### config.mk
export PLATFORM = sky130hd
export DESIGN_NAME = msi_interrupt_domain_registers_top
export DESIGN_NICKNAME = d
export VERILOG_FILES = /design/src/rtl/msiidr_pkg.sv /design/src/rtl/msi_interrupt_domain_registers_top.sv
export SDC_FILE = /design/constraint.sdc
export NUM_CORES = 2
export LEC_CHECK = 0
export BUFFER_PORTS_ARGS = -buffer_cell sky130_fd_sc_hd__buf_2
export CORE_ASPECT_RATIO = 0.9
export CORE_UTILIZATION = 50
export CTS_CLUSTER_DIAMETER = 120
export DETAILED_ROUTE_END_ITERATION = 12
export GPL_ROUTABILITY_DRIVEN = 0
export PLACE_DENSITY = 0.66
export RECOVER_POWER = 25
export SLEW_MARGIN = 40
export SYNTH_ARGS = -nofsm -noshare
export SYNTH_HDL_FRONTEND = slang
export SYNTH_SLANG_ARGS = --single-unit
### constraint.sdc
create_clock -name i_clk -period 6.9 [get_ports i_clk]
set_clock_uncertainty 0.15 [all_clocks]
set_input_delay 1.035 -clock i_clk [delete_from_list [all_inputs] [get_ports i_clk]]
set_output_delay 1.035 -clock i_clk [all_outputs]
set_load 0.02 [all_outputs]
### src/rtl/msiidr_pkg.sv
// types and constants for the msi interrupt domain register block
// shared by msi_interrupt_domain_registers_top and its testbench; no other dependencies
package msiidr_pkg;

    localparam int OFFSET_W = 14;
    localparam int DATA_W   = 32;
    localparam int MODE_W   = 3;
    localparam int EIID_W   = 11;
    localparam int DOMCFG_W = 9;

    localparam logic [OFFSET_W-1:0] BASE_DOMCFG  = 14'h0000;
    localparam logic [OFFSET_W-1:0] BASE_SRCMODE = 14'h0004;
    localparam logic [OFFSET_W-1:0] ADDR_SETIP   = 14'h1CDC;
    localparam logic [OFFSET_W-1:0] BASE_TARGET  = 14'h3004;

    localparam int DOMCFG_IE_BIT = 8;
    localparam logic [DOMCFG_W-1:0] DOMCFG_MASK  = 9'h105;
    localparam logic [DATA_W-1:0]   DOMCFG_RDTOP = 32'h8000_0000;
    localparam logic [DATA_W-1:0]   TARGET_MASK  = 32'hFFFF_F7FF;

    localparam logic ACTION_READ  = 1'b0;
    localparam logic ACTION_WRITE = 1'b1;

    typedef struct packed {
        logic                action;
        logic [OFFSET_W-1:0] offset;
        logic [DATA_W-1:0]   write_data;
    } t_in_item;

    typedef struct packed {
        logic [DATA_W-1:0] read_data;
        logic              msi_valid;
        logic [EIID_W-1:0] msi_eiid;
    } t_out_item;

endpackage

### src/rtl/msi_interrupt_domain_registers_top.sv
// interrupt domain register block in msi delivery mode
// uses msiidr_pkg for the item structs and register map constants
//
// usage:
//   input channel (i_in_valid / o_in_stall / i_in_item) carries one bus access
//   per item: a read or a write at a byte offset. the output channel
//   (o_out_valid / i_out_stall / o_out_item) returns exactly one item per
//   access: read data, or zero read data plus an optional msi message for a
//   setipnum write.
//   source modes and target words live in two single-port-write memories with
//   a registered read port. an accepted access reads its entry at the accept
//   edge, the result is formed from the read data in the middle stage and held
//   in an output register. throughput is one access per cycle outside the
//   clearing pass and while the output is not stalled, set by the one read per
//   memory and cycle; writes land at the accept edge so a following access
//   sees them. after reset the block runs a clearing pass over every entry
//   that zeroes both memories; o_in_stall is high during that pass.
//   when the receiver stalls, the output item holds, the middle stage holds
//   one more access, and then o_in_stall rises until the output drains.
module msi_interrupt_domain_registers_top
    import msiidr_pkg::*;
#(
    parameter int SOURCE_COUNT = 64
) (
    input  logic      i_clk,
    input  logic      i_rst_n,
    input  logic      i_in_valid,
    output logic      o_in_stall,
    input  t_in_item  i_in_item,
    output logic      o_out_valid,
    input  logic      i_out_stall,
    output t_out_item o_out_item
);

    localparam int AW = (SOURCE_COUNT > 2) ? $clog2(SOURCE_COUNT) : 1;
    localparam logic [OFFSET_W:0] SPAN = (OFFSET_W+1)'((SOURCE_COUNT - 1) * 4);
    localparam logic [AW-1:0] LAST_IDX = AW'(SOURCE_COUNT - 1);

    typedef enum logic [2:0] {
        K_NONE,
        K_DOMCFG,
        K_MODE,
        K_TARGET,
        K_SETIP
    } t_kind;

    // memories
    logic [MODE_W-1:0] mem_mode   [SOURCE_COUNT];
    logic [DATA_W-1:0] mem_target [SOURCE_COUNT];

    logic                r_clr_busy;
    logic [AW-1:0]       r_clr_idx;
    logic [DOMCFG_W-1:0] r_domcfg;

    logic                r_s1_vld;
    t_kind               r_s1_kind;
    logic [DOMCFG_W-1:0] r_s1_domcfg;
    logic [MODE_W-1:0]   r_mode_q;
    logic [DATA_W-1:0]   r_target_q;

    logic      r_out_vld;
    t_out_item r_out;
    t_out_item n_out;

    logic in_acc;
    logic s1_adv;

    // decode
    logic [OFFSET_W-1:0] off_src;
    logic [OFFSET_W-1:0] off_tgt;
    logic [OFFSET_W-1:0] src_idx_w;
    logic [OFFSET_W-1:0] tgt_idx_w;
    logic                in_src;
    logic                in_tgt;
    logic                is_domcfg;
    logic                is_setip;
    logic                n_ok;
    logic [AW-1:0]       n_idx;
    logic [AW-1:0]       mode_ra;
    logic [AW-1:0]       target_ra;
    t_kind               kind;

    logic              mode_we;
    logic [AW-1:0]     mode_wa;
    logic [MODE_W-1:0] mode_wd;
    logic              target_we;
    logic [AW-1:0]     target_wa;
    logic [DATA_W-1:0] target_wd;

    assign s1_adv     = r_s1_vld && (!r_out_vld || !i_out_stall);
    assign o_in_stall = r_clr_busy || (r_s1_vld && !s1_adv);
    assign in_acc     = i_in_valid && !o_in_stall;

    assign off_src   = i_in_item.offset - BASE_SRCMODE;
    assign off_tgt   = i_in_item.offset - BASE_TARGET;
    assign src_idx_w = 14'd1 + (off_src >> 2);
    assign tgt_idx_w = 14'd1 + (off_tgt >> 2);
    assign in_src    = (i_in_item.offset >= BASE_SRCMODE) && ({1'b0, off_src} < SPAN);
    assign in_tgt    = (i_in_item.offset >= BASE_TARGET) && ({1'b0, off_tgt} < SPAN);
    assign is_domcfg = (i_in_item.offset == BASE_DOMCFG);
    assign is_setip  = !is_domcfg && !in_src && !in_tgt && (i_in_item.offset == ADDR_SETIP);

    assign n_ok  = (i_in_item.write_data != '0)
                && (i_in_item.write_data < DATA_W'(SOURCE_COUNT));
    assign n_idx = i_in_item.write_data[AW-1:0];

    assign mode_ra   = in_src ? src_idx_w[AW-1:0] : n_idx;
    assign target_ra = in_tgt ? tgt_idx_w[AW-1:0] : n_idx;

    always_comb begin
        kind = K_NONE;
        if (i_in_item.action == ACTION_READ) begin
            if (is_domcfg) begin
                kind = K_DOMCFG;
            end else if (in_src) begin
                kind = K_MODE;
            end else if (in_tgt) begin
                kind = K_TARGET;
            end
        end else if (is_setip && n_ok && r_domcfg[DOMCFG_IE_BIT]) begin
            kind = K_SETIP;
        end
    end

    // write ports, shared between the clearing pass and register writes
    always_comb begin
        mode_we   = 1'b0;
        mode_wa   = mode_ra;
        mode_wd   = i_in_item.write_data[MODE_W-1:0];
        target_we = 1'b0;
        target_wa = target_ra;
        target_wd = i_in_item.write_data & TARGET_MASK;
        if (r_clr_busy) begin
            mode_we   = 1'b1;
            mode_wa   = r_clr_idx;
            mode_wd   = '0;
            target_we = 1'b1;
            target_wa = r_clr_idx;
            target_wd = '0;
        end else if (in_acc && i_in_item.action == ACTION_WRITE) begin
            mode_we   = !is_domcfg && in_src;
            target_we = !is_domcfg && !in_src && in_tgt;
        end
    end

    always_ff @(posedge i_clk) begin
        if (mode_we) begin
            mem_mode[mode_wa] <= mode_wd;
        end
        if (in_acc) begin
            r_mode_q <= mem_mode[mode_ra];
        end
    end

    always_ff @(posedge i_clk) begin
        if (target_we) begin
            mem_target[target_wa] <= target_wd;
        end
        if (in_acc) begin
            r_target_q <= mem_target[target_ra];
        end
    end

    // clearing pass, domain config and the middle stage
    always_ff @(posedge i_clk) begin
        if (!i_rst_n) begin
            r_clr_busy <= 1'b1;
            r_clr_idx  <= '0;
            r_domcfg   <= '0;
            r_s1_vld   <= 1'b0;
            r_s1_kind  <= K_NONE;
        end else begin
            if (r_clr_busy) begin
                r_clr_idx <= r_clr_idx + 1'b1;
                if (r_clr_idx == LAST_IDX) begin
                    r_clr_busy <= 1'b0;
                end
            end
            if (in_acc && i_in_item.action == ACTION_WRITE && is_domcfg) begin
                r_domcfg <= i_in_item.write_data[DOMCFG_W-1:0] & DOMCFG_MASK;
            end
            if (in_acc) begin
                r_s1_vld  <= 1'b1;
                r_s1_kind <= kind;
            end else if (s1_adv) begin
                r_s1_vld <= 1'b0;
            end
        end
    end

    always_ff @(posedge i_clk) begin
        if (in_acc) begin
            r_s1_domcfg <= r_domcfg;
        end
    end

    always_comb begin
        n_out = '0;
        case (r_s1_kind)
            K_DOMCFG: n_out.read_data = DOMCFG_RDTOP | DATA_W'(r_s1_domcfg);
            K_MODE:   n_out.read_data = DATA_W'(r_mode_q);
            K_TARGET: n_out.read_data = r_target_q;
            K_SETIP: begin
                if (r_mode_q != '0) begin
                    n_out.msi_valid = 1'b1;
                    n_out.msi_eiid  = r_target_q[EIID_W-1:0];
                end
            end
            default: n_out = '0;
        endcase
    end

    always_ff @(posedge i_clk) begin
        if (!i_rst_n) begin
            r_out_vld <= 1'b0;
        end else if (s1_adv) begin
            r_out_vld <= 1'b1;
        end else if (!i_out_stall) begin
            r_out_vld <= 1'b0;
        end
    end

    always_ff @(posedge i_clk) begin
        if (s1_adv) begin
            r_out <= n_out;
        end
    end

    assign o_out_valid = r_out_vld;
    assign o_out_item  = r_out;

    // checks
    a_no_accept_in_clear: assert property (@(posedge i_clk) disable iff (!i_rst_n)
        r_clr_busy |-> !in_acc)
        else $error("item accepted during clearing pass");

    a_msi_zero_read: assert property (@(posedge i_clk) disable iff (!i_rst_n)
        (r_out_vld && r_out.msi_valid) |-> (r_out.read_data == '0))
        else $error("msi item carries read data");

    a_eiid_only_with_msi: assert property (@(posedge i_clk) disable iff (!i_rst_n)
        (r_out_vld && !r_out.msi_valid) |-> (r_out.msi_eiid == '0))
        else $error("eiid set without msi");

    a_s1_not_lost: assert property (@(posedge i_clk) disable iff (!i_rst_n)
        (r_s1_vld && !s1_adv) |=> r_s1_vld)
        else $error("middle stage item dropped");

endmodule

==> impl_table.tex <==
\begin{tabular}{lr}
\hline
Metric & Value \\
\hline
\multicolumn{2}{l}{\textbf{Status}} \\
\quad Result of the run & finished, violations left \\
\quad Failing checks & max-capacitance violations, max-slew violations \\
\multicolumn{2}{l}{\textbf{Synthesis}} \\
\quad Share of synthesized registers carrying an async set or reset & 0 \\
\quad Synthesized netlist net count & 6470 \\
\quad Top post-synthesis cells by area & sky130\_fd\_sc\_hd\_\_edfxtp\_1 (75\%), sky130\_fd\_sc\_hd\_\_nand2\_1 (6.8\%), sky130\_fd\_sc\_hd\_\_nand3\_1 (2.7\%) \\
\quad Unique masters post-synth & 78 \\
\quad Portion of synthesized cell area occupied by the leading cell type & 0.751 \\
\quad Sequential-to-total area share from yosys stat & 0.755 \\
\quad Cell area after synthesis & 90200 µm² \\
\quad Number of flip-flops and latches in the synthesized netlist & 2271 \\
\quad Post-synth top cells & sky130\_fd\_sc\_hd\_\_edfxtp\_1 (2256), sky130\_fd\_sc\_hd\_\_nand2\_1 (1634), sky130\_fd\_sc\_hd\_\_nand3\_1 (484) \\
\quad Yosys warning total & 0 \\
\quad Commonest register cell after synthesis & sky130\_fd\_sc\_hd\_\_edfxtp\_1 \\
\quad Area leader, netlist & sky130\_fd\_sc\_hd\_\_edfxtp\_1 \\
\quad Post-synthesis cell count & 6415 \\
\quad Count leader, synth & sky130\_fd\_sc\_hd\_\_edfxtp\_1 \\
\quad Post-synth EDFFs & 2256 \\
\quad Mean instance size in the synthesized netlist & 14.1 µm² \\
\multicolumn{2}{l}{\textbf{Placed design}} \\
\quad Cells after DPL & 8716 \\
\quad Count of input and output buffers & 95 \\
\quad Estimated wirelength of the detail-placed design & 146000 µm \\
\multicolumn{2}{l}{\textbf{Finish}} \\
\quad Finished Layout Cells & 9130 \\
\quad Synthesis-to-layout area growth & 13.3\% \\
\quad Share of layout cells above drive strength 1 & 0.117 \\
\quad Final net count & 6611 \\
\quad FILL cells & 13.9k \\
\multicolumn{2}{l}{\textbf{Floorplanning}} \\
\quad Die W & 450 µm \\
\quad DIE HEIGHT & 405 µm \\
\quad Area of the die & 182000 µm² \\
\quad Cell Rows & 147 \\
\quad Top-level I/O count & 97 \\
\quad Floorplan Core Area & 179000 µm² \\
\quad Initial core utilization & 0.504 \\
\multicolumn{2}{l}{\textbf{Clocking}} \\
\quad Maximum number of buffers from clock root to sink & 3 \\
\quad Total clock sinks & 2271 \\
\quad Cell at the root of the clock tree & sky130\_fd\_sc\_hd\_\_clkbuf\_16 \\
\quad CTS tree & yes \\
\quad Post-cts hold buffer count & 0 \\
\quad Post-CTS setup buffer count & 0 \\
\quad Post-cts sizing count & 0 \\
\quad Worst-Skew Late Latency & 0.84 ns \\
\quad CTS H-tree lvls & 4 \\
\quad Number of buffers inserted during clock tree synthesis & 218 \\
\quad Clock slew seen by the registers of the worst setup and hold paths & 0.06 ns \\
\multicolumn{2}{l}{\textbf{Worst setup path}} \\
\quad Crit Path Category & flop to flop \\
\quad Data arrival time of the critical path & 6.19 ns \\
\quad Biggest fanout along the worst timing path & 29 \\
\quad R2R Setup Slk & 1.10 ns \\
\quad Category of the worst setup path launch point & flop \\
\quad Type of element capturing the critical path & flop \\
\quad Critical path required time & 7.29 ns \\
\multicolumn{2}{l}{\textbf{Routing}} \\
\quad Count of nets left with antenna violations after detail routing & 0 \\
\quad DR WL met3 & 32000 µm \\
\quad Wirelength per Cell & 28.1 µm \\
\quad Length of the first detailed-routing pass in iterations & 6 \\
\quad Detailed route wirelength on metal2 & 112000 µm \\
\quad DR iter-0 viols & 8556 \\
\quad Metal-1 WL & 102000 µm \\
\quad Total wirelength of the detailed-routed design & 256000 µm \\
\quad Avg Vias per Cell & 6.22 \\
\quad Total vias in the final route & 56.8k \\
\quad Highest routing layer actually used & met5 \\
\quad Remaining DRCs & 0 \\
\multicolumn{2}{l}{\textbf{STA}} \\
\quad Count of final setup violators & 0 \\
\quad Fmax & 172 MHz \\
\quad Transition at the pin with the smallest max-transition slack & 4.10 ns \\
\quad Number of hold violations in the final report & 0 \\
\quad Tcrit/Tclk final & 0.841 \\
\quad Post-route setup TNS & 0 ns \\
\quad Final Critical Period & 5.80 ns \\
\quad Headroom to the max-slew limit & -1.73 \\
\quad Fin. max-slew vios & 1151 \\
\quad Setup repair after global routing missed its margin & no \\
\multicolumn{2}{l}{\textbf{Job}} \\
\quad Number of violations of the max-capacitance limit & 21 \\
\multicolumn{2}{l}{\textbf{Global route}} \\
\quad Remaining global-route overflow & 0 \\
\quad Pin count of the biggest net entering global routing & 127 \\
\quad Number of antenna violations at the first check in global routing & 14 \\
\quad Number of global-route vias before repair & 53.8k \\
\quad Wire length of the first global-routing pass & 369000 µm \\
\quad Total routing usage reported by global routing & 0.278 \\
\multicolumn{2}{l}{\textbf{Hold path}} \\
\quad Min-Delay Path Class & flop to flop \\
\multicolumn{2}{l}{\textbf{Power}} \\
\quad Power per cell area & 277 nW/µm² \\
\quad Static Leakage & 34.4 nW \\
\quad Maximum vdd ir drop & 0.223 mV \\
\hline
\end{tabular}
==> cell usage in the layout, fill, tap and decap left out, types with 15 or more instances in the layout <==
master                      netlist  layout
sky130_fd_sc_hd__edfxtp_1      2256    2256
sky130_fd_sc_hd__nand2_1       1634    1629
sky130_fd_sc_hd__nand3_1        484     483
sky130_fd_sc_hd__a31oi_1        222     222
sky130_fd_sc_hd__clkbuf_16        0     221
sky130_fd_sc_hd__a32oi_1        214     214
sky130_fd_sc_hd__mux2i_1        197     191
sky130_fd_sc_hd__buf_4           23     171
sky130_fd_sc_hd__a211oi_1       123     123
sky130_fd_sc_hd__buf_2          154      95
sky130_fd_sc_hd__and3_1          93      93
sky130_fd_sc_hd__a32o_1          92      91
sky130_fd_sc_hd__a21oi_1         89      87
sky130_fd_sc_hd__nor2_1         154      85
sky130_fd_sc_hd__clkbuf_1       238      73
sky130_fd_sc_hd__nand4_1         72      72
sky130_fd_sc_hd__nor2_4           0      66
sky130_fd_sc_hd__clkinv_1         0      58
sky130_fd_sc_hd__buf_12           0      43
sky130_fd_sc_hd__clkinv_2         0      41
sky130_fd_sc_hd__o221ai_1        31      31
sky130_fd_sc_hd__inv_1           31      30
sky130_fd_sc_hd__nor2b_4          0      29
sky130_fd_sc_hd__and2_0           0      27
sky130_fd_sc_hd__and2_1          46      16
sky130_fd_sc_hd__nor3_1          16      16
sky130_fd_sc_hd__bufinv_16        0      15
sky130_fd_sc_hd__dfxtp_1         15      15
==> critical path, stage by stage (launching register included) <==
cell and delay, ns:
sky130_fd_sc_hd__dfxtp_1 1.82, sky130_fd_sc_hd__inv_1 0.96, sky130_fd_sc_hd__or3_1 0.75, sky130_fd_sc_hd__a21bo_2 0.30, sky130_fd_sc_hd__nand2_1 0.47, sky130_fd_sc_hd__nor2_4 0.74, sky130_fd_sc_hd__buf_4 0.30
==> cell families (layout without fill, tap and decap cells) <==
| group | after synthesis | in the layout | share of synthesized area |
|---|---|---|---|
| other cells | 1 | 3 | 0.0000416 |
| mux | 205 | 205 | 0.0229 |
| simple gates | 2594 | 2594 | 0.124 |
| flops | 2271 | 2271 | 0.755 |
| xor+xnor | 12 | 12 | 0.00117 |
| compound gates | 865 | 865 | 0.0729 |
| buf+inv | 463 | 792 | 0.0233 |
| fa+ha+maj | 4 | 4 | 0.000555 |
==> worst paths after layout <==
kind | depth (start not counted) | to | start
worst max-delay path | 6 | mem_target[41][5]$_DFFE_PP_ | r_clr_busy$_SDFF_PN1_
worst min-delay path | 0 | r_s1_domcfg[2]$_DFFE_PP_ | r_domcfg[2]$_SDFFE_PN0P_
worst max register to register | 6 | mem_target[41][5]$_DFFE_PP_ | r_clr_busy$_SDFF_PN1_
worst min register to register | 0 | r_s1_domcfg[2]$_DFFE_PP_ | r_domcfg[2]$_SDFFE_PN0P_
==> where the power goes <==
group	switching, W	leakage, nW	internal, W
registers	0.0000175	21.1	0.0150
logic	0.00118	9.96	0.000474
clock network	0.00511	3.37	0.00647
total	0.00631	34.4	0.0220
==> sequential cells by signal, indices dropped and copies added (netlist names) <==
register     count
mem_target    1984
mem_mode       192
o_out_item      43
r_target_q      31
r_clr_idx        6
r_domcfg         3
r_mode_q         3
r_s1_domcfg      3
r_s1_kind        3
o_out_valid      1
r_clr_busy       1
r_s1_vld         1
==> per-layer routing <==
metal / up-vias / track usage
li1: 24600 / -
met3: 459 / 0.0664
met5: - / 0
met1: 28400 / 0.402
met4: 8 / 0.108
met2: 3340 / 0.408
==> per-stage QoR <==
stage | instance area, µm² | util | hold slack, ns | power (W) | setup WS, ns
detailed placement | 95200 | 0.533 | 0.268 | 0.0169 | 0.477
floorplan | 90200 | - | 0.258 | 0.0163 | 0.107
global placement | 94900 | 0.531 | 0.268 | 0.0169 | 0.484
global route | 102000 | 0.571 | 0.294 | 0.0290 | 0.978
CTS | 102000 | 0.571 | 0.284 | 0.0283 | 1.37
finish | 102000 | 0.571 | 0.284 | 0.0283 | 1.10
==> area by class of cell <==
| class | count | area (µm²) | share of cell area |
|---|---|---|---|
| flip-flops and latches | 2271 | 68000 | 0.666 |
| multi-input cells | 3681 | 21000 | 0.206 |
| clock buffers | 274 | 5770 | 0.0565 |
| repair buffers | 353 | 3060 | 0.0300 |
| well taps | 2384 | 2980 | 0.0292 |
| clock inverters | 134 | 1130 | 0.0110 |
| inverters | 31 | 116 | 0.00114 |
| diodes | 2 | 5.00 | 0.0000490 |
(Power assumes the default switching activity.)
